File: config.mk
export PLATFORM = sky130hd
export DESIGN_NAME = length_prefixed_frame_decoder
export DESIGN_NICKNAME = d
export VERILOG_FILES = /design/src/rtl/lpfd_pkg.sv /design/src/rtl/lpfd_front.sv /design/src/rtl/lpfd_fifo.sv /design/src/rtl/lpfd_back.sv /design/src/rtl/length_prefixed_frame_decoder.sv
export SDC_FILE = /design/constraint.sdc
export NUM_CORES = 1
export LEC_CHECK = 0
export ABC_AREA = 1
export BUFFER_PORTS_ARGS = -buffer_cell sky130_fd_sc_hd__clkbuf_2
export CORE_MARGIN = 1.5
export CORE_UTILIZATION = 55
export DETAILED_ROUTE_END_ITERATION = 12
export PLACE_DENSITY = 0.73
export SLEW_MARGIN = 20
export SYNTH_ARGS = -nofsm -noshare
export SYNTH_HDL_FRONTEND = slang
export SYNTH_SLANG_ARGS = --single-unit
File: constraint.sdc
create_clock -name i_clk -period 25.6 [get_ports i_clk]
set_clock_uncertainty 0.05 [all_clocks]
set_input_delay 2.56 -clock i_clk [delete_from_list [all_inputs] [get_ports i_clk]]
set_output_delay 2.56 -clock i_clk [all_outputs]
set_load 0.005 [all_outputs]
File: src/rtl/lpfd_pkg.sv
// ----------------------------------------------------------------------------
// lpfd_pkg
// Shared types and constants of the length-prefixed frame decoder: input
// opcodes, result kinds, status codes, register indexes and the queue entry.
// ----------------------------------------------------------------------------
package lpfd_pkg;

    // Header geometry: magic, version, type, flags, length, request id.
    localparam int HEADER_BYTES = 24;
    localparam int HCNT_W       = $clog2(HEADER_BYTES);
    // Bytes 0 to 22 are kept; byte 23 is taken straight from the input.
    localparam int HDR_KEEP_W   = (HEADER_BYTES - 1) * 8;

    // Queue between front and back.
    localparam int FIFO_DEPTH = 2;
    localparam int FIFO_AW    = $clog2(FIFO_DEPTH);
    localparam int FIFO_CW    = $clog2(FIFO_DEPTH + 1);

    // Configuration port.
    localparam int CFG_IDX_W  = 3;
    localparam int CFG_DATA_W = 32;

    localparam logic [CFG_IDX_W-1:0] CFG_FRAME_MAGIC  = 3'd0;
    localparam logic [CFG_IDX_W-1:0] CFG_VERSION      = 3'd1;
    localparam logic [CFG_IDX_W-1:0] CFG_MAX_FRAME    = 3'd2;
    localparam logic [CFG_IDX_W-1:0] CFG_CTRL_LOW     = 3'd3;
    localparam logic [CFG_IDX_W-1:0] CFG_CTRL_HIGH    = 3'd4;
    localparam logic [CFG_IDX_W-1:0] CFG_WORKER_LOW   = 3'd5;
    localparam logic [CFG_IDX_W-1:0] CFG_WORKER_HIGH  = 3'd6;

    // Register reset values.
    localparam logic [31:0] RST_MAGIC       = 32'd0;
    localparam logic [15:0] RST_VERSION     = 16'd1;
    localparam logic [31:0] RST_MAX_FRAME   = 32'd65536;
    localparam logic [15:0] RST_CTRL_LOW    = 16'd1;
    localparam logic [15:0] RST_CTRL_HIGH   = 16'd15;
    localparam logic [15:0] RST_WORKER_LOW  = 16'd16;
    localparam logic [15:0] RST_WORKER_HIGH = 16'd20;

    // Input word opcodes.
    typedef enum logic [1:0] {
        OP_DATA  = 2'd0,
        OP_EOS   = 2'd1,
        OP_CLEAR = 2'd2
    } t_opcode;

    // Result word kinds.
    typedef enum logic [1:0] {
        KIND_PAYLOAD = 2'd0,
        KIND_EMPTY   = 2'd1,
        KIND_STATUS  = 2'd2
    } t_kind;

    // Status codes.
    typedef enum logic [1:0] {
        ST_OK        = 2'd0,
        ST_PROTO     = 2'd1,
        ST_VERSION   = 2'd2,
        ST_TOO_LARGE = 2'd3
    } t_status;

    // Decoder phase.
    typedef enum logic [1:0] {
        PH_HEADER  = 2'd0,
        PH_PAYLOAD = 2'd1,
        PH_FAILED  = 2'd2
    } t_phase;

    // One result word as it travels through the queue.
    typedef struct packed {
        t_kind       kind;
        logic [7:0]  payload_byte;
        logic [15:0] message_type;
        logic [63:0] req_id;
        logic        last_of_frame;
        t_status     status;
    } t_result;

    // Queue status seen by the front and back.
    typedef struct packed {
        logic full;
        logic empty;
    } t_fifo_stat;

endpackage

File: src/rtl/lpfd_front.sv
// ----------------------------------------------------------------------------
// lpfd_front
// Accepts input words, collects and checks the frame header, tracks the
// payload count and the sticky failure, and pushes one result word per
// input word that produces one. Also holds the configuration registers.
// ----------------------------------------------------------------------------
module lpfd_front
    import lpfd_pkg::*;
(
    input  logic                  i_clk,
    input  logic                  i_rst_n,
    // Input words
    input  logic                  i_valid,
    output logic                  o_ready,
    input  logic [1:0]            i_opcode,
    input  logic [7:0]            i_data_byte,
    // Configuration writes
    input  logic                  i_cfg_we,
    input  logic [CFG_IDX_W-1:0]  i_cfg_index,
    input  logic [CFG_DATA_W-1:0] i_cfg_data,
    // Queue side
    input  t_fifo_stat            i_fifo_stat,
    output logic                  o_push,
    output t_result               o_entry
);

    // Configuration registers; the length limit is kept already reduced
    // by the header size.
    logic [31:0] r_magic;
    logic [15:0] r_version;
    logic [31:0] r_len_lim;
    logic [15:0] r_ctrl_low;
    logic [15:0] r_ctrl_high;
    logic [15:0] r_worker_low;
    logic [15:0] r_worker_high;

    // Decoder state.
    t_phase                r_phase;
    t_phase                n_phase;
    logic [HCNT_W-1:0]     r_hcnt;
    logic [HCNT_W-1:0]     n_hcnt;
    logic [HDR_KEEP_W-1:0] r_hdr;
    logic [HDR_KEEP_W-1:0] n_hdr;
    logic [31:0]           r_remain;
    logic [31:0]           n_remain;
    logic [15:0]           r_type;
    logic [15:0]           n_type;
    logic [63:0]           r_id;
    logic [63:0]           n_id;
    t_status               r_fcode;
    t_status               n_fcode;

    logic        accept;
    logic        hdr_done;
    logic        pay_last;
    t_status     hdr_err;
    logic [15:0] hdr_type;
    logic [31:0] hdr_len;
    logic [63:0] hdr_id;
    logic        type_ok;

    assign o_ready = !i_fifo_stat.full;
    assign accept  = i_valid && o_ready;

    // Header fields, big endian, byte 0 at the top of the kept bytes.
    assign hdr_type = r_hdr[HDR_KEEP_W-49 -: 16];
    assign hdr_len  = r_hdr[HDR_KEEP_W-97 -: 32];
    assign hdr_id   = {r_hdr[55:0], i_data_byte};
    assign hdr_done = (r_hcnt == HCNT_W'(HEADER_BYTES - 1));
    assign pay_last = (r_remain <= 32'd1);

    assign type_ok = ((hdr_type >= r_ctrl_low) && (hdr_type <= r_ctrl_high)) ||
                     ((hdr_type >= r_worker_low) && (hdr_type <= r_worker_high));

    // Header checks in priority order; only stored bytes are involved.
    always_comb begin
        if (r_hdr[HDR_KEEP_W-1 -: 32] != r_magic) begin
            hdr_err = ST_PROTO;
        end else if (r_hdr[HDR_KEEP_W-33 -: 16] != r_version) begin
            hdr_err = ST_VERSION;
        end else if (!type_ok) begin
            hdr_err = ST_PROTO;
        end else if (r_hdr[HDR_KEEP_W-65 -: 32] != 32'd0) begin
            hdr_err = ST_PROTO;
        end else if (hdr_len > r_len_lim) begin
            hdr_err = ST_TOO_LARGE;
        end else begin
            hdr_err = ST_OK;
        end
    end

    // Configuration register writes.
    always_ff @(posedge i_clk) begin
        if (!i_rst_n) begin
            r_magic       <= RST_MAGIC;
            r_version     <= RST_VERSION;
            r_len_lim     <= RST_MAX_FRAME - 32'(HEADER_BYTES);
            r_ctrl_low    <= RST_CTRL_LOW;
            r_ctrl_high   <= RST_CTRL_HIGH;
            r_worker_low  <= RST_WORKER_LOW;
            r_worker_high <= RST_WORKER_HIGH;
        end else if (i_cfg_we) begin
            case (i_cfg_index)
                CFG_FRAME_MAGIC: r_magic <= i_cfg_data;
                CFG_VERSION:     r_version <= i_cfg_data[15:0];
                CFG_MAX_FRAME: begin
                    // A limit below the header size acts as the header size.
                    if (i_cfg_data < 32'(HEADER_BYTES)) begin
                        r_len_lim <= 32'd0;
                    end else begin
                        r_len_lim <= i_cfg_data - 32'(HEADER_BYTES);
                    end
                end
                CFG_CTRL_LOW:    r_ctrl_low <= i_cfg_data[15:0];
                CFG_CTRL_HIGH:   r_ctrl_high <= i_cfg_data[15:0];
                CFG_WORKER_LOW:  r_worker_low <= i_cfg_data[15:0];
                CFG_WORKER_HIGH: r_worker_high <= i_cfg_data[15:0];
                default: ;
            endcase
        end
    end

    // Next phase.
    always_comb begin
        n_phase = r_phase;
        if (accept) begin
            case (t_opcode'(i_opcode))
                OP_CLEAR: n_phase = PH_HEADER;
                OP_DATA: begin
                    case (r_phase)
                        PH_HEADER: begin
                            if (hdr_done) begin
                                if (hdr_err != ST_OK) begin
                                    n_phase = PH_FAILED;
                                end else if (hdr_len != 32'd0) begin
                                    n_phase = PH_PAYLOAD;
                                end
                            end
                        end
                        PH_PAYLOAD: begin
                            if (pay_last) begin
                                n_phase = PH_HEADER;
                            end
                        end
                        default: ;
                    endcase
                end
                default: ;
            endcase
        end
    end

    // Datapath updates and the result word.
    always_comb begin
        n_hcnt   = r_hcnt;
        n_hdr    = r_hdr;
        n_remain = r_remain;
        n_type   = r_type;
        n_id     = r_id;
        n_fcode  = r_fcode;
        o_push   = 1'b0;
        o_entry  = '0;
        if (accept) begin
            case (t_opcode'(i_opcode))
                OP_CLEAR: begin
                    n_hcnt   = '0;
                    n_remain = '0;
                    n_fcode  = ST_PROTO;
                end
                OP_EOS: begin
                    o_push       = 1'b1;
                    o_entry.kind = KIND_STATUS;
                    if (r_phase == PH_FAILED) begin
                        o_entry.status = r_fcode;
                    end else if ((r_hcnt != '0) || (r_phase == PH_PAYLOAD)) begin
                        o_entry.status = ST_PROTO;
                    end else begin
                        o_entry.status = ST_OK;
                    end
                end
                OP_DATA: begin
                    case (r_phase)
                        PH_FAILED: begin
                            o_push         = 1'b1;
                            o_entry.kind   = KIND_STATUS;
                            o_entry.status = r_fcode;
                        end
                        PH_PAYLOAD: begin
                            o_push                = 1'b1;
                            o_entry.kind          = KIND_PAYLOAD;
                            o_entry.payload_byte  = i_data_byte;
                            o_entry.message_type  = r_type;
                            o_entry.req_id        = r_id;
                            o_entry.last_of_frame = pay_last;
                            n_remain = pay_last ? 32'd0 : r_remain - 32'd1;
                        end
                        default: begin
                            if (!hdr_done) begin
                                n_hdr  = {r_hdr[HDR_KEEP_W-9:0], i_data_byte};
                                n_hcnt = r_hcnt + HCNT_W'(1);
                            end else begin
                                n_hcnt = '0;
                                if (hdr_err != ST_OK) begin
                                    n_fcode        = hdr_err;
                                    o_push         = 1'b1;
                                    o_entry.kind   = KIND_STATUS;
                                    o_entry.status = hdr_err;
                                end else begin
                                    n_type   = hdr_type;
                                    n_id     = hdr_id;
                                    n_remain = hdr_len;
                                    // An empty payload closes the frame at once.
                                    if (hdr_len == 32'd0) begin
                                        o_push                = 1'b1;
                                        o_entry.kind          = KIND_EMPTY;
                                        o_entry.message_type  = hdr_type;
                                        o_entry.req_id        = hdr_id;
                                        o_entry.last_of_frame = 1'b1;
                                    end
                                end
                            end
                        end
                    endcase
                end
                default: ;
            endcase
        end
    end

    // Control state.
    always_ff @(posedge i_clk) begin
        if (!i_rst_n) begin
            r_phase  <= PH_HEADER;
            r_hcnt   <= '0;
            r_remain <= '0;
            r_fcode  <= ST_PROTO;
        end else begin
            r_phase  <= n_phase;
            r_hcnt   <= n_hcnt;
            r_remain <= n_remain;
            r_fcode  <= n_fcode;
        end
    end

    // Header bytes and frame tags.
    always_ff @(posedge i_clk) begin
        r_hdr  <= n_hdr;
        r_type <= n_type;
        r_id   <= n_id;
    end

    // A frame in its payload always has bytes left to come.
    a_payload_nonzero: assert property (@(posedge i_clk) disable iff (!i_rst_n)
        (r_phase == PH_PAYLOAD) |-> (r_remain != 32'd0))
        else $error("payload phase with zero bytes remaining");

    // Header collection only runs in the header phase.
    a_hcnt_idle: assert property (@(posedge i_clk) disable iff (!i_rst_n)
        (r_phase != PH_HEADER) |-> (r_hcnt == '0))
        else $error("header count nonzero outside header phase");

    // The header count never passes the last header byte.
    a_hcnt_range: assert property (@(posedge i_clk) disable iff (!i_rst_n)
        r_hcnt <= HCNT_W'(HEADER_BYTES - 1))
        else $error("header count out of range");

    // A failed decoder carries an error code, never ok.
    a_fail_code: assert property (@(posedge i_clk) disable iff (!i_rst_n)
        (r_phase == PH_FAILED) |-> (r_fcode != ST_OK))
        else $error("failed decoder without an error code");

endmodule

File: src/rtl/lpfd_fifo.sv
// ----------------------------------------------------------------------------
// lpfd_fifo
// Short result queue between the front and the back, so that each side
// can stall on its own.
// ----------------------------------------------------------------------------
module lpfd_fifo
    import lpfd_pkg::*;
(
    input  logic       i_clk,
    input  logic       i_rst_n,
    input  logic       i_push,
    input  t_result    i_entry,
    input  logic       i_pop,
    output t_result    o_entry,
    output t_fifo_stat o_stat
);

    t_result            r_mem [FIFO_DEPTH];
    logic [FIFO_AW-1:0] r_wptr;
    logic [FIFO_AW-1:0] r_rptr;
    logic [FIFO_CW-1:0] r_count;
    logic               do_push;
    logic               do_pop;

    assign o_stat.full  = (r_count == FIFO_CW'(FIFO_DEPTH));
    assign o_stat.empty = (r_count == '0);
    assign do_push      = i_push && !o_stat.full;
    assign do_pop       = i_pop && !o_stat.empty;
    assign o_entry      = r_mem[r_rptr];

    // Entry storage.
    always_ff @(posedge i_clk) begin
        if (do_push) begin
            r_mem[r_wptr] <= i_entry;
        end
    end

    // Pointers and fill count.
    always_ff @(posedge i_clk) begin
        if (!i_rst_n) begin
            r_wptr  <= '0;
            r_rptr  <= '0;
            r_count <= '0;
        end else begin
            if (do_push) begin
                r_wptr <= (r_wptr == FIFO_AW'(FIFO_DEPTH - 1)) ? '0 : r_wptr + FIFO_AW'(1);
            end
            if (do_pop) begin
                r_rptr <= (r_rptr == FIFO_AW'(FIFO_DEPTH - 1)) ? '0 : r_rptr + FIFO_AW'(1);
            end
            case ({do_push, do_pop})
                2'b10:   r_count <= r_count + FIFO_CW'(1);
                2'b01:   r_count <= r_count - FIFO_CW'(1);
                default: r_count <= r_count;
            endcase
        end
    end

endmodule

File: src/rtl/lpfd_back.sv
// ----------------------------------------------------------------------------
// lpfd_back
// Pops result words from the queue into the output register and presents
// them on the master side.
// ----------------------------------------------------------------------------
module lpfd_back
    import lpfd_pkg::*;
(
    input  logic        i_clk,
    input  logic        i_rst_n,
    input  t_fifo_stat  i_fifo_stat,
    input  t_result     i_entry,
    output logic        o_pop,
    output logic        o_valid,
    input  logic        i_ready,
    output logic [95:0] o_tdata,
    output logic        o_tlast,
    output logic [1:0]  o_tuser
);

    logic    r_valid;
    t_result r_word;

    // Refill the output register whenever it is empty or being taken.
    assign o_pop = !i_fifo_stat.empty && (!r_valid || i_ready);

    always_ff @(posedge i_clk) begin
        if (!i_rst_n) begin
            r_valid <= 1'b0;
        end else if (o_pop) begin
            r_valid <= 1'b1;
        end else if (i_ready) begin
            r_valid <= 1'b0;
        end
    end

    always_ff @(posedge i_clk) begin
        if (o_pop) begin
            r_word <= i_entry;
        end
    end

    // Pack the word: payload byte, type, request id, status from bit 0 up.
    assign o_valid = r_valid;
    assign o_tdata = {6'd0, r_word.status, r_word.req_id,
                      r_word.message_type, r_word.payload_byte};
    assign o_tlast = r_word.last_of_frame;
    assign o_tuser = r_word.kind;

endmodule

File: src/rtl/length_prefixed_frame_decoder.sv
// ----------------------------------------------------------------------------
// length_prefixed_frame_decoder
// Decodes a byte stream of length-prefixed frames into tagged payload words.
// ----------------------------------------------------------------------------
// Usage:
//   The slave side takes one word per cycle: tuser carries the opcode (data
//   byte, end-of-stream check, clear) and tdata the stream byte. The decoder
//   collects the 24-byte header, checks it against the configuration
//   registers, and then passes payload bytes out tagged with type and request
//   id, with tlast on the last byte of a frame. An empty frame gives one word
//   of its own, errors and end-of-stream checks give status words. Throughput
//   is one word per cycle while tready is high, also across header ends; a
//   result word enters the queue as its input word is taken, then the output
//   register, which drives the master side. Words that make no result
//   (header bytes, clear) push nothing. A two-entry queue and the output
//   register sit between the decoder and the master side; when the receiver
//   stalls, the queue fills and tready on the slave side falls until words
//   drain again. Reset (synchronous, active low) restores the configuration
//   and control registers to their defaults and empties the queue. The user
//   must make config writes only while idle; the block does not enforce it.
// ----------------------------------------------------------------------------
module length_prefixed_frame_decoder
    import lpfd_pkg::*;
(
    input  logic                  i_clk,
    input  logic                  i_rst_n,
    // Input stream
    input  logic                  s_axis_tvalid,
    output logic                  s_axis_tready,
    input  logic [7:0]            s_axis_tdata,   // [7:0] data_byte
    input  logic [1:0]            s_axis_tuser,   // [1:0] opcode
    // Result stream
    output logic                  m_axis_tvalid,
    input  logic                  m_axis_tready,
    // [7:0] payload_byte, [23:8] message_type, [87:24] req_id,
    // [89:88] status, [95:90] zero
    output logic [95:0]           m_axis_tdata,
    output logic                  m_axis_tlast,   // last_of_frame
    output logic [1:0]            m_axis_tuser,   // [1:0] kind
    // Configuration writes
    input  logic                  i_cfg_we,
    input  logic [CFG_IDX_W-1:0]  i_cfg_index,
    input  logic [CFG_DATA_W-1:0] i_cfg_data
);

    t_fifo_stat fifo_stat;
    logic       push;
    logic       pop;
    t_result    push_entry;
    t_result    pop_entry;

    lpfd_front u_front (
        .i_clk       (i_clk),
        .i_rst_n     (i_rst_n),
        .i_valid     (s_axis_tvalid),
        .o_ready     (s_axis_tready),
        .i_opcode    (s_axis_tuser),
        .i_data_byte (s_axis_tdata),
        .i_cfg_we    (i_cfg_we),
        .i_cfg_index (i_cfg_index),
        .i_cfg_data  (i_cfg_data),
        .i_fifo_stat (fifo_stat),
        .o_push      (push),
        .o_entry     (push_entry)
    );

    lpfd_fifo u_fifo (
        .i_clk   (i_clk),
        .i_rst_n (i_rst_n),
        .i_push  (push),
        .i_entry (push_entry),
        .i_pop   (pop),
        .o_entry (pop_entry),
        .o_stat  (fifo_stat)
    );

    lpfd_back u_back (
        .i_clk       (i_clk),
        .i_rst_n     (i_rst_n),
        .i_fifo_stat (fifo_stat),
        .i_entry     (pop_entry),
        .o_pop       (pop),
        .o_valid     (m_axis_tvalid),
        .i_ready     (m_axis_tready),
        .o_tdata     (m_axis_tdata),
        .o_tlast     (m_axis_tlast),
        .o_tuser     (m_axis_tuser)
    );

endmodule

==> results of run 1 <==
[layout by cell type (no fill, tap or decap), types with 4 or more instances in the layout]
master,instances
sky130_fd_sc_hd__inv_2,10
sky130_fd_sc_hd__o211ai_1,16
sky130_fd_sc_hd__nand4_1,31
sky130_fd_sc_hd__nand2_2,10
sky130_fd_sc_hd__ha_1,103
sky130_fd_sc_hd__inv_1,224
sky130_fd_sc_hd__nor3_1,15
sky130_fd_sc_hd__clkbuf_16,76
sky130_fd_sc_hd__a21oi_1,207
sky130_fd_sc_hd__or2_2,10
sky130_fd_sc_hd__nor3_2,5
sky130_fd_sc_hd__nor2_4,6
sky130_fd_sc_hd__nor4_1,24
sky130_fd_sc_hd__dfxtp_1,189
sky130_fd_sc_hd__clkinv_2,12
sky130_fd_sc_hd__clkbuf_2,143
sky130_fd_sc_hd__o21ai_0,226
sky130_fd_sc_hd__nand2_4,4
sky130_fd_sc_hd__xnor2_1,30
sky130_fd_sc_hd__clkbuf_8,9
sky130_fd_sc_hd__o21ai_1,9
sky130_fd_sc_hd__bufinv_16,8
sky130_fd_sc_hd__o221ai_1,11
sky130_fd_sc_hd__clkbuf_1,11
sky130_fd_sc_hd__nand3b_1,4
sky130_fd_sc_hd__a21oi_2,80
sky130_fd_sc_hd__buf_4,18
sky130_fd_sc_hd__conb_1,6
sky130_fd_sc_hd__clkinv_1,14
sky130_fd_sc_hd__a21o_1,4
sky130_fd_sc_hd__o22ai_1,5
sky130_fd_sc_hd__nor2_2,6
sky130_fd_sc_hd__xor2_1,46
sky130_fd_sc_hd__nand3_1,70
sky130_fd_sc_hd__nor2_1,156
sky130_fd_sc_hd__nor3_4,4
sky130_fd_sc_hd__edfxtp_1,543
sky130_fd_sc_hd__nand2_1,726
[critical path, delay by kind of cell]
kind | cells | cell delay (ps)
buffers and inverters | 3 | 1330
and+or+nand+nor | 3 | 1970
AOI/OAI and AO/OA | 1 | 260
[registers in the layout, summed over array words and instances (netlist names), 32 cells and up]
signal / count
u_fifo.r_mem: 186
u_front.r_hdr: 184
u_back.o_tdata: 90
u_front.r_id: 64
u_front.r_len_lim: 32
u_front.r_magic: 32
u_front.r_remain: 32
[worst paths after layout]
kind,from,end,slack [ps],depth (start not counted)
max,s_axis_tuser[1],u_fifo.r_mem[0][74]$_DFFE_PP_,19750,7
min,u_front.r_hdr[113]$_DFFE_PP_,u_front.r_hdr[121]$_DFFE_PP_,400,0
max reg2reg,u_front.r_hdr[129]$_DFFE_PP_,u_fifo.r_mem[0][86]$_DFFE_PP_,20910,16
min reg2reg,u_front.r_hdr[113]$_DFFE_PP_,u_front.r_hdr[121]$_DFFE_PP_,400,0
[layer usage]
metal  GRT usage (%)  part of all wire (%)  up-vias
met1            31.9                    43    10300
met2            39.2                    48      721
met4            9.10                   3.0        0
met5               0                     0        -
met3            3.98                   6.6      149
li1                -                     -    10300
[synthesized netlist by cell type (2+ instances only)]
cell type,instances
sky130_fd_sc_hd__a211oi_1,2
sky130_fd_sc_hd__a21o_1,4
sky130_fd_sc_hd__a21oi_1,209
sky130_fd_sc_hd__a21oi_2,80
sky130_fd_sc_hd__a31oi_1,2
sky130_fd_sc_hd__buf_1,2
sky130_fd_sc_hd__buf_4,14
sky130_fd_sc_hd__buf_6,9
sky130_fd_sc_hd__clkbuf_1,104
sky130_fd_sc_hd__clkinv_1,4
sky130_fd_sc_hd__dfxtp_1,190
sky130_fd_sc_hd__edfxtp_1,543
sky130_fd_sc_hd__ha_1,105
sky130_fd_sc_hd__inv_1,226
sky130_fd_sc_hd__inv_2,9
sky130_fd_sc_hd__nand2_1,727
sky130_fd_sc_hd__nand2_2,10
sky130_fd_sc_hd__nand2_4,3
sky130_fd_sc_hd__nand3_1,70
sky130_fd_sc_hd__nand3b_1,4
sky130_fd_sc_hd__nand4_1,31
sky130_fd_sc_hd__nor2_1,159
sky130_fd_sc_hd__nor2_2,5
sky130_fd_sc_hd__nor2_4,4
sky130_fd_sc_hd__nor3_1,16
sky130_fd_sc_hd__nor3_2,4
sky130_fd_sc_hd__nor3_4,4
sky130_fd_sc_hd__nor4_1,25
sky130_fd_sc_hd__o211ai_1,16
sky130_fd_sc_hd__o21a_1,3
sky130_fd_sc_hd__o21ai_0,226
sky130_fd_sc_hd__o21ai_1,9
sky130_fd_sc_hd__o221ai_1,11
sky130_fd_sc_hd__o22ai_1,5
sky130_fd_sc_hd__or2_2,10
sky130_fd_sc_hd__xnor2_1,30
sky130_fd_sc_hd__xor2_1,46
[cells by family after synthesis]
family | synth area share, %
XOR/XNOR | 2.11
buffers and inverters | 4.80
flip-flops | 63.8
adder cells (fa/ha/maj) | 4.17
AO/OA/AOI/OAI | 10.6
AND/OR/NAND/NOR | 14.5
other | 0.0119
[area by class of cell]
| type | count | area, um^2 | share of cell area (%) |
|---|---|---|---|
| inverters | 239 | 898 | 2.54 |
| repair buffers | 165 | 913 | 2.58 |
| flip-flops and latches | 733 | 20100 | 56.9 |
| clock inverters | 40 | 449 | 1.27 |
| multi-input cells | 1841 | 9990 | 28.2 |
| clock buffers | 96 | 2070 | 5.84 |
| well taps | 756 | 946 | 2.67 |
[power groups by stage]
stage	Combinational [mW]	Clock [mW]	Sequential, mW
after detailed placement	0.484	0	1.51
after global placement	0.473	0	1.51
after CTS	0.487	1.12	1.49
after floorplan	0.292	0	1.54
after global routing	0.541	1.17	1.50
final	0.480	1.11	1.49
[stage by stage]
stage                     power (mW)  instances  utilization, %  setup WS (ps)  area, um^2
final                           3.07       3870            62.6          19750       35400
after global routing            3.21       3870            62.6          19570       35400
after CTS                       3.10       3869            62.6          19840       35300
after detailed placement        2.00       3733            58.1          19200       32800
after global placement          1.98       3733            58.1          19360       32800
after floorplan                 1.83       2944               -           3840       31500
==> out/summary.md, run 1 <==
The flow ran to the end, and the final reports show no timing, DRC or antenna violations. The flip-flop and latch count after synthesis was 733. The initial antenna violation count is 0.

Among all flip-flop cells after synthesis, the most frequent one is sky130_fd_sc_hd__edfxtp_1. The run gives 3 as the maximum clock path buffer count. Category of the worst setup path capture point: a register.

After clock tree synthesis, the repair step resized 0 gates. The run gives 0 as the count of warnings emitted by yosys. Counting every instance in the synthesized netlist gives 2,939. The cell occurring most often along the worst timing path was sky130_fd_sc_hd__nor2_1. In this run the worst hold path is classified as reg2reg. The relative area change from synthesis to final layout is 12.2%, and the net load switching power is 0.835 mW.

The share of total power dissipated in combinational logic is 15.6%. The final critical-path required period is 5850 ps. In the post-synthesis netlist, the biggest area contributors are sky130_fd_sc_hd__edfxtp_1, sky130_fd_sc_hd__dfxtp_1, sky130_fd_sc_hd__nand2_1. Of the total power, registers draw 48.3%. In this run, post-CTS hold repair placed 0 buffers. In this run, the clock network consumes 36.1% of the power. The tools report the core region area as 0.0565 mm^2.

For this configuration, the core starts out at a cell density of 55.8%. The final-report max-slew violation count is 0. Data on the critical path arrives at its endpoint at 6250 ps.

Wires add up to 70.5 mm. The filler cells instantiated in the layout total 4,442. Max-cap violations in this run came to 0.

In the routed layout, each cell is associated on average with a via count of 5.54. The H-tree depth is 3. TritonCTS built the clock tree.

The critical path goes through clkbuf_2 > nor2_1 > inv_1 > nor2_1 > nand4_4 > buf_4 > a21oi_2. Setup total negative slack: 0 ps. Power density over cell area: 86.9 mW/mm^2. The cell at the slowest stage of the critical path is sky130_fd_sc_hd__nor2_1. The number of placement rows was 87.

The cell sitting at the root of the clock tree is a sky130_fd_sc_hd__clkbuf_16. The tools report the total internal power as 2.24 mW. Global routing used 23.9% of the available tracks across all layers. Critical path launch point type: a primary input. The run gives 3,209 as the layout net count. The congestion estimate from routability-driven global placement came to 0.889. The run gives 0 as the residual DRC count. After clock tree synthesis, the clock-pin slew on the worst setup and hold paths is 60 ps. Entering global routing, the biggest net connects 185 pins. The tools report the clock network latency to the later pin of the worst-skew pair as 630 ps. The run gives 26,000 ps as the required arrival time at the worst endpoint.

The count of pins on the block boundary is 151. The die height is 242 um. Yosys mapped the design onto 55 distinct sky130hd cell types. On the worst path, the slowest cell contributes a delay of 750 ps. The share of the yosys chip area belonging to registers is 63.8%.

The per-cell routed wire length works out to 18.2 um. Clock sink count: 733. Length of the first detailed-routing pass in iterations: 5. The critical path is of the in2reg type. Along the worst path, the maximum fanout reaches 46. In this run, the number of DRC markers left after iteration 0 of detailed routing was 1,915.

The worst pin sits at a relative slew slack of 27.1%. The post-detailed-route count of antenna-violating nets is 0. The total overflow left after global routing is 0. The transition time of the tightest slew-check pin works out to 1090 ps.

IR analysis of the VDD net gives a maximum drop of 0.0000728 V. Buffers added to address setup during post-CTS repair amount to 0. The share of the synthesized area in the top cell type was 51.7%. Summing every instance area after synthesis gives 0.0315 mm^2. The die covers 0.0588 mm^2. The worst hold margin was 402 ps. Summed over all instances, the cell type with the most area after synthesis is sky130_fd_sc_hd__edfxtp_1. In this run the tool buffered the top-level ports with 144 buffer cells.

Setup repair after global routing left no endpoint under its margin. The first global-routing pass estimated 111 mm of wire. For this design the static power due to leakage is 13.5 nW.

The highest clock frequency the design can meet is 171 MHz, and the switching power share of the total is 27.2%. The number of diodes was 0; the synthesized area divided by synthesized cell count was 10.7 um^2. The detailed router placed 21,400 vias in this run.

The final hold violation count was 0; the number of flops mapped to enable cells by yosys was 543. The number of CTS-inserted buffers is 74, and the floorplan die width is 242 um. After synthesis, the share of flip-flops with an asynchronous set or reset is 0%.

In the finished design, the share of the clock period the worst path needs comes to 22.8%. Via count of the first global-routing pass: 20,700. The wire-length estimate of the detail-placed layout is 44.9 mm.

The post-route netlist has 13.8% of its cells at a drive strength greater than 1. Setup violations remaining at the end of the flow were counted as 0.
Power figures use the tool's default switching activity.
==> run 2, diff against run 1 <==
--- a/config.mk
+++ b/config.mk
@@ -10,7 +10,7 @@
 export CORE_MARGIN = 1.5
 export CORE_UTILIZATION = 55
 export DETAILED_ROUTE_END_ITERATION = 12
-export PLACE_DENSITY = 0.73
+export PLACE_DENSITY = 0.75
 export SLEW_MARGIN = 20
 export SYNTH_ARGS = -nofsm -noshare
 export SYNTH_HDL_FRONTEND = slang
==> constraint.sdc (replaced) <==
create_clock -name i_clk -period 5.1 [get_ports i_clk]
set_clock_uncertainty 0.05 [all_clocks]
set_input_delay 0.51 -clock i_clk [delete_from_list [all_inputs] [get_ports i_clk]]
set_output_delay 0.51 -clock i_clk [all_outputs]
set_load 0.005 [all_outputs]
==> run 2 against run 1 <==
Net effect: combinational power increased to 5.1 times the previous value; critical path type is now reg2reg; die area unchanged; cell area about the same; clock power increased to 4.9 times the previous value; largest power group unchanged; highest routed layer unchanged; via count decreased by 0.30%; sequential cell count unchanged.
==> out/summary.md, run 2 (synthesis results as in run 1) <==
The run gives 0 (unchanged) as the final-report max-slew violation count. The run gives 0 (unchanged) as the number of failing setup endpoints in the final timing report. The run finished with clean final reports.

For the number of DRC violations after detailed-routing iteration 0, the log shows 1,818 (was 1,915). The logs give 5320 ps (was 26,000 ps) for the required arrival time at the worst endpoint and 3,874 (was 3,870) for the post-layout instance count excluding filler cells. The switching power share of the total was 27.3% (was 27.2%); the net load switching power was 4.18 mW (was 0.835 mW). The critical path launch point type was a register (was a primary input). The die height is 242 um (unchanged). The global route total overflow is 0 (unchanged), and the area of placed instances is 0.0329 mm^2 (was 0.0328 mm^2).

Via count normalized by instance count: 5.51 (was 5.54). Per-cell routed wire length: 18.4 um (was 18.2 um). The tools report the worst setup slack before clock tree synthesis as 1310 ps (was 19,200 ps).

The total number of vias is 21,400 (about the same), and the wire length after detailed routing is 71.3 mm (was 70.5 mm). The transition time of the tightest slew-check pin came out at 1070 ps (was 1090 ps). The final critical-path required period works out to 3760 ps. The total placed cells including tap cells was 3,740 (was 3,733).

The HPWL after detailed placement was 46.5 mm (was 44.9 mm); the post-route standard cell area excluding fillers was 0.0354 mm^2 (about the same). The logs give 55.8% (unchanged) for the effective utilization at floorplan and 20,700 (about the same) for the via count of the first global-routing pass. The post-CTS resize count is 0 (unchanged). The length of the first detailed-routing pass in iterations was 6 (was 5). The proportion of layout cells with a drive suffix above 1 is 14.0% (was 13.8%), and the post-detailed-route count of antenna-violating nets is 0 (unchanged). Period utilization: 73.7%. The type of the setup path with the least slack was reg2reg (was in2reg). The logs give 185 (unchanged) for the pin count of the biggest net entering global routing and 15.9% (was 15.6%) for the combinational share of power. The tools report the category of the worst setup path capture point as a register (unchanged). The run gives 0.868 (was 0.889) as the placer's final routability congestion estimate. TritonCTS built the clock tree. The clock-pin slew on the worst setup and hold paths works out to 60 ps (about the same). The run gives 28.4% (was 27.1%) as the worst max-slew margin expressed relative to the limit. Register with the most flip-flops: u_fifo.r_mem (unchanged). Top library cells by usage in the layout, fill and taps aside: sky130_fd_sc_hd__nand2_1, sky130_fd_sc_hd__edfxtp_1, sky130_fd_sc_hd__o21ai_0 (unchanged). The number of diodes is 0 (unchanged), and the leakage power figure is 13.5 nW (about the same).

The number of placement rows is 87 (unchanged). The flip-flop count of the largest register after layout was 186 (unchanged); the count of port buffers added during placement was 144 (unchanged). The clock root buffer was sky130_fd_sc_hd__clkbuf_16 (unchanged). The number of hold buffers added after CTS is 0 (unchanged). Clock sink count: 733 (unchanged).

The kind of path behind the tightest hold check is in2reg (was reg2reg). The tools report the highest clock frequency the design can meet as 266 MHz. The smallest setup slack after layout was 1340 ps (was 19,750 ps); the clock group share of total power was 35.4% (was 36.1%).

The relative area change from synthesis to final layout is 12.2% (about the same). Setup repair after global routing left no endpoint under its margin. The layout net count was 3,215 (was 3,209). The tools report the clock network latency to the later pin of the worst-skew pair as 630 ps (about the same).

The largest driver fanout on the critical path is 28 (was 46). The number of buffers inserted by post-CTS setup repair came out at 0 (unchanged). The count of pins on the block boundary is 151 (unchanged), and the final hold violation count is 0 (unchanged).

The floorplan die width works out to 242 um (unchanged). The tools report the H-tree depth as 3 (unchanged). The logs give 3980 ps (was 6250 ps) for the worst endpoint data arrival time and 48.7% (was 48.3%) for the sequential fraction of design power. The tools report the number of CTS-inserted buffers as 74 (unchanged).

The count of max-cap constraint violations is 0 (unchanged), and the total internal power is 11.1 mW (was 2.24 mW). The tools report the total routing resource utilization after global routing as 24.2% (was 23.9%). For the residual DRC count, the log shows 0 (unchanged). The wire length of the first global-routing pass was 113 mm (was 111 mm). The logs give 0.0588 mm^2 (unchanged) for the die area and 0.000270 V (was 0.0000728 V) for the worst vdd rail ir drop. The initial antenna violation count came out at 0 (unchanged). The power density over cell area was 433 mW/mm^2 (was 86.9 mW/mm^2); the setup total negative slack was 0 ps (unchanged).

Most common library cell in the layout ignoring fill and taps: sky130_fd_sc_hd__nand2_1 (unchanged). The core region area was 0.0565 mm^2 (unchanged); the maximum clock path buffer count was 3 (unchanged).
-- run 2: cell count changes in the layout (fill, tap and decap cells not counted), sizes merged --
cell,change
inv,-2
buf,+6
clkbuf,+9
clkinv,-3
clkinvlp,-2
bufinv,-4
-- run 2: routing by layer --
| metal | track usage [%] | part of all wire, % | vias to the layer above | wire, um |
|---|---|---|---|---|
| li1 | - | - | 10300 | - |
| met1 | 33.4 | 43 | 10200 | 31000 |
| met2 | 40.1 | 48 | 697 | 34500 |
| met3 | 3.45 | 5.9 | 118 | 4230 |
| met4 | 7.28 | 2.1 | 0 | 1510 |
| met5 | 0 | 0 | - | 0 |
-- run 2: layout make-up --
class,instances,area (um^2)
fillers,4343,21100
multi-input cells,1841,10000
well taps,756,946
clock buffers,105,2150
repair buffers,171,980
inverters,239,898
clock inverters,29,289
flip-flops and latches,733,20100
-- run 2: critical path, cell delays in order, from the launching register on --
cell and delay [ps]:
sky130_fd_sc_hd__edfxtp_1 510, sky130_fd_sc_hd__ha_1 360, sky130_fd_sc_hd__nand2_1 140, sky130_fd_sc_hd__o21ai_0 360
sky130_fd_sc_hd__a21oi_1 80, sky130_fd_sc_hd__nand3_1 100, sky130_fd_sc_hd__nand2_1 50, sky130_fd_sc_hd__nand2_1 120
sky130_fd_sc_hd__inv_1 60, sky130_fd_sc_hd__nor2_1 190, sky130_fd_sc_hd__nor2_2 100, sky130_fd_sc_hd__nand4_1 100
sky130_fd_sc_hd__nand2_1 60, sky130_fd_sc_hd__nand2_1 100, sky130_fd_sc_hd__nand3_1 120, sky130_fd_sc_hd__clkinv_2 430
sky130_fd_sc_hd__buf_4 450
-- run 2: final timing paths --
path	startpoint	end	slack, ps	cells after the start
worst max-delay path	u_front.r_hdr[135]$_DFFE_PP_	u_fifo.r_mem[1][69]$_DFFE_PP_	1340	16
worst min-delay path	s_axis_tdata[0]	u_front.r_id[0]$_DFFE_PP_	110	1
worst min register to register	u_front.r_hdr[101]$_DFFE_PP_	u_front.r_hdr[109]$_DFFE_PP_	400	0
worst max register to register	u_front.r_hdr[135]$_DFFE_PP_	u_fifo.r_mem[1][69]$_DFFE_PP_	1340	16
-- run 2: power groups by stage --
| stage | clock network (mW) | logic (mW) | registers (mW) |
|---|---|---|---|
| after global routing | 5.72 | 2.73 | 7.51 |
| final | 5.42 | 2.43 | 7.46 |
| after CTS | 5.50 | 2.47 | 7.46 |
| after floorplan | 0 | 1.48 | 7.62 |
| after detailed placement | 0 | 2.45 | 7.58 |
| after global placement | 0 | 2.40 | 7.56 |
-- run 2: per-stage QoR --
| step | utilization [%] | power, mW | hold WS, ps |
|---|---|---|---|
| final | 62.6 | 15.3 | 107 |
| after global routing | 62.6 | 16.0 | 90.7 |
| after CTS | 62.6 | 15.4 | 81.0 |
| after detailed placement | 58.3 | 10.0 | 387 |
| after global placement | 58.3 | 9.96 | 383 |
| after floorplan | - | 9.11 | 376 |
==> run 3, diff against run 2 <==
--- a/config.mk
+++ b/config.mk
@@ -5,12 +5,12 @@
 export SDC_FILE = /design/constraint.sdc
 export NUM_CORES = 1
 export LEC_CHECK = 0
-export ABC_AREA = 1
+export ABC_AREA = 0
 export BUFFER_PORTS_ARGS = -buffer_cell sky130_fd_sc_hd__clkbuf_2
 export CORE_MARGIN = 1.5
 export CORE_UTILIZATION = 55
 export DETAILED_ROUTE_END_ITERATION = 12
-export PLACE_DENSITY = 0.75
+export PLACE_DENSITY = 0.76
 export SLEW_MARGIN = 20
 export SYNTH_ARGS = -nofsm -noshare
 export SYNTH_HDL_FRONTEND = slang
==> constraint.sdc (replaced) <==
create_clock -name i_clk -period 3.3 [get_ports i_clk]
set_clock_uncertainty 0.05 [all_clocks]
set_input_delay 0.33 -clock i_clk [delete_from_list [all_inputs] [get_ports i_clk]]
set_output_delay 0.33 -clock i_clk [all_outputs]
set_load 0.005 [all_outputs]
==> run 3 against run 2 <==
Net effect: the flow now finishes with violations (negative setup slack); worst setup slack worse by 1500 ps; cell area is 4.9% higher; via count is 3.2% lower; core utilization is 6.2 points higher; clock-buffer cell count is 4 lower; wire length is 11% higher; maximum frequency is 9.4% higher; cell count is 11% lower; die area is 4.5% lower; synthesized area is 4.5% lower; sequential power is 51% higher.
==> out/summary.md, run 3 <==
The flow ran to the end, but the final reports show violations. The final reports fail on negative setup slack. The total routing resource utilization after global routing was 25.8% (was 24.2%); the die area was 0.0561 mm^2 (was 0.0588 mm^2). TritonCTS built the clock tree. The number of cell instances on the worst register-to-register path is 11 (was 16), and the flip-flop count of the largest register after layout is 186 (unchanged). The clock root buffer was sky130_fd_sc_hd__clkbuf_16 (unchanged).

The leakage power figure was 13.5 nW (about the same); the footprint of the multi-input gates was 0.00999 mm^2 (was 0.0100 mm^2). Top area cells in the synthesized netlist: sky130_fd_sc_hd__edfxtp_1, sky130_fd_sc_hd__dfxtp_1, sky130_fd_sc_hd__ha_1 (was sky130_fd_sc_hd__edfxtp_1, sky130_fd_sc_hd__dfxtp_1, sky130_fd_sc_hd__nand2_1). The critical path launch point type was a register (unchanged).

The logs give 22.6 mW (was 15.3 mW) for the post-route total power and 0.0325 mm^2 (was 0.0329 mm^2) for the area of placed instances. The largest driver fanout on the critical path is 5 (was 28). Most used flip-flop cell after synthesis: sky130_fd_sc_hd__edfxtp_1 (unchanged).

For the gate count after technology mapping, the log shows 2,350 (was 2,939). The H-tree depth was 3 (unchanged); the period utilization was 104% (was 73.7%). Share of the yosys chip area belonging to registers: 66.8% (was 63.8%).

The worst max-slew margin expressed relative to the limit was 27.3% (was 28.4%); the final critical-path required period was 3440 ps (was 3760 ps). The layout net count is 2,830 (was 3,215), and the floorplan die width is 237 um (was 242 um). The global route total overflow was 0 (unchanged). Worst endpoint data arrival time: 3730 ps (was 3980 ps). The tools report the clock network latency to the later pin of the worst-skew pair as 650 ps (was 630 ps). The HPWL after detailed placement was 46.3 mm (was 46.5 mm); the number of CTS-inserted buffers was 75 (was 74). Top cells by count, synth: sky130_fd_sc_hd__edfxtp_1, sky130_fd_sc_hd__nand2_1, sky130_fd_sc_hd__dfxtp_1 (was sky130_fd_sc_hd__nand2_1, sky130_fd_sc_hd__edfxtp_1, sky130_fd_sc_hd__inv_1, sky130_fd_sc_hd__o21ai_0, sky130_fd_sc_hd__a21oi_1). The post-detailed-route count of antenna-violating nets is 0 (unchanged). For the number of DRC violations after detailed-routing iteration 0, the log shows 2,154 (was 1,818).

The wire length of the first global-routing pass is 112 mm (was 113 mm). The library cell with the highest instance count after synthesis was sky130_fd_sc_hd__edfxtp_1 (was sky130_fd_sc_hd__nand2_1). The wire length after detailed routing was 79.4 mm (was 71.3 mm). The register with the most flip-flops is u_fifo.r_mem (unchanged).

The setup total negative slack was -31,600 ps (was 0 ps); the proportion of layout cells with a drive suffix above 1 was 25.4% (was 14.0%). The origin of the critical flop-to-flop path is u_front.r_hdr[131]$_DFFE_PP_ (was u_front.r_hdr[135]$_DFFE_PP_). The run gives 0 (unchanged) as the final hold violation count.

The sequential standard cell area came out at 0.0201 mm^2 (about the same). The pin count of the biggest net entering global routing was 116 (was 185); the number of fillers in the final layout was 3,461 (was 4,343). The clock sink count is 733 (unchanged), and the clock-pin slew on the worst setup and hold paths is 70 ps (was 60 ps).

The post-layout utilization of the core came out at 68.8% (was 62.6%). The highest clock frequency the design can meet was 291 MHz (was 266 MHz); the power density over cell area was 608 mW/mm^2 (was 433 mW/mm^2). The share of the synthesized area in the top cell type is 54.2% (was 51.7%), and the core region area is 0.0539 mm^2 (was 0.0565 mm^2). The die height works out to 237 um (was 242 um).

The most common library cell in the layout ignoring fill and taps is sky130_fd_sc_hd__edfxtp_1 (was sky130_fd_sc_hd__nand2_1). Number of placement rows: 85 (was 87). Cell taking the most area after synthesis: sky130_fd_sc_hd__edfxtp_1 (unchanged).

Top library cells by usage in the layout, fill and taps aside: sky130_fd_sc_hd__edfxtp_1, sky130_fd_sc_hd__nand2_1, sky130_fd_sc_hd__dfxtp_1 (was sky130_fd_sc_hd__nand2_1, sky130_fd_sc_hd__edfxtp_1, sky130_fd_sc_hd__o21ai_0). The run gives 0.0371 mm^2 (was 0.0354 mm^2) as the post-route standard cell area excluding fillers. The tools report the hold path startpoint as i_cfg_data[2] (was s_axis_tdata[0]). The run gives 33.7% (was 33.4%) as the global routing met1 resource utilization. The kind of path behind the tightest hold check is in2reg (unchanged). The transition time of the tightest slew-check pin is 1090 ps (was 1070 ps). Category of the worst setup path capture point: a register (unchanged).

Critical path startpoint: u_front.r_hdr[131]$_DFFE_PP_ (was u_front.r_hdr[135]$_DFFE_PP_). The smallest setup slack after layout was -139 ps (was 1340 ps); the placer's final routability congestion estimate was 0.896 (was 0.868). The flip-flop and latch count after synthesis was 733 (unchanged); the per-cell routed wire length was 23.1 um (was 18.4 um). The synthesized area divided by synthesized cell count came out at 12.8 um^2 (was 10.7 um^2). Number of failing setup endpoints in the final timing report: 387 (was 0).

The maximum clock path buffer count is 3 (unchanged), and the met2 usage is 43.7% (was 40.1%). Setup repair after global routing could not meet its margin everywhere. The type of the setup path with the least slack was reg2reg (unchanged). The run gives 0.000425 V (was 0.000270 V) as the worst vdd rail ir drop. The via count normalized by instance count works out to 6.03 (was 5.51). The total number of vias was 20,700 (was 21,400); the met3 global-route usage was 3.82% (was 3.45%). The run gives 0.0301 mm^2 (was 0.0315 mm^2) as the cell area after technology mapping. The relative area change from synthesis to final layout was 23.3% (was 12.2%); the count of port buffers added during placement was 144 (unchanged). The count of max-cap constraint violations was 0 (unchanged); the required arrival time at the worst endpoint was 3590 ps (was 5320 ps). The hold-critical path depth is 3 (was 1), and the count of pins on the block boundary is 151 (unchanged). The unique cell type count in the Yosys netlist was 73 (was 55); the length of the first detailed-routing pass in iterations was 6 (unchanged). The number of diodes was 0 (unchanged); the residual DRC count was 0 (unchanged).

The number of flops mapped to enable cells by yosys was 543 (unchanged); the final-report max-slew violation count was 0 (unchanged). The run gives 55.8% (about the same) as the effective utilization at floorplan. The tools report the post-layout instance count excluding filler cells as 3,433 (was 3,874). The initial antenna violation count is 0 (unchanged), and the via count of the first global-routing pass is 20,300 (was 20,700). For the worst hold margin, the log shows 58.6 ps (was 107 ps). The count of warnings emitted by yosys was 0 (unchanged); the async set-reset flop share out of synthesis was 0% (unchanged). The run gives 3,201 (was 3,740) as the total placed cells including tap cells. The most utilized layer in the global route result was met2 (unchanged). The worst setup slack before clock tree synthesis is -191 ps (was 1310 ps).
==> run 3: changes by cell type after synthesis, sizes merged, moves of 50 or more <==
cell,change
o21ai,-198
inv,-119
nand2,-454
a22oi,+97
mux2,+93
nand3,-50
a21oi,-118
==> run 3: critical path, stage by stage, from the launching register on <==
cell                        delay (ps)
sky130_fd_sc_hd__edfxtp_1          530
sky130_fd_sc_hd__ha_4              330
sky130_fd_sc_hd__nand4_1           170
sky130_fd_sc_hd__nor4_2            390
sky130_fd_sc_hd__a21boi_2          220
sky130_fd_sc_hd__o31a_1            190
sky130_fd_sc_hd__o22ai_4           110
sky130_fd_sc_hd__and4b_2           290
sky130_fd_sc_hd__a21oi_4           200
sky130_fd_sc_hd__nor2b_4           280
sky130_fd_sc_hd__buf_6             200
sky130_fd_sc_hd__clkbuf_16         180
==> run 3: report_power, final <==
part / leakage (nW) / total (mW) / switching, mW / internal, mW
Clock: 1.15 / 8.34 / 3.70 / 4.64
Sequential: 6.86 / 11.3 / 0.474 / 10.8
Combinational: 5.44 / 2.93 / 1.66 / 1.27
==> run 3: path summary, 6_finish.rpt <==
path / end / slack, ps
setup / recovery: u_fifo.r_mem[0][62]$_DFFE_PP_ / -140
hold / removal: u_front.r_magic[2]$_SDFFE_PN0P_ / 60
setup reg to reg: u_fifo.r_mem[0][62]$_DFFE_PP_ / -140
hold reg to reg: u_front.r_hdr[98]$_DFFE_PP_ / 400
==> run 3: area by class of cell <==
cell class	count	share of cell area (%)
sequential	733	54.2
multi-input combinational	1386	26.9
timing repair buffer	363	8.95
clock buffer	101	5.51
tap	696	2.35
inverter	116	1.18
clock inverter	38	0.890
==> run 3: cells by family after synthesis <==
group	after synthesis	synth area share (%)
DFF	733	66.8
and+or+nand+nor	673	10.4
AOI/OAI and AO/OA	414	8.90
buffers and inverters	237	3.25
adders and majority gates	105	4.37
muxes	100	3.71
xor gates and xnor gates	87	2.53
other	1	0.0125
==> run 3: metal layers <==
layer | wire, um | up-vias | part of all wire [%]
met1 | 31200 | 10200 | 39
met4 | 3180 | 0 | 4.0
met2 | 39400 | 1007 | 50
li1 | - | 9294 | -
met5 | 0 | - | 0
met3 | 5560 | 192 | 7.0
==> run 3: repair_timing <==
action                                  in CTS  in global routing
endpoints found under the hold margin       38                  0
resized for setup                           51                170
hold buffers                                26                  0
endpoints found under the setup margin     400                453
gates cloned                                 4                 30
setup buffers                               17                 17
pin swaps                                   10                 66
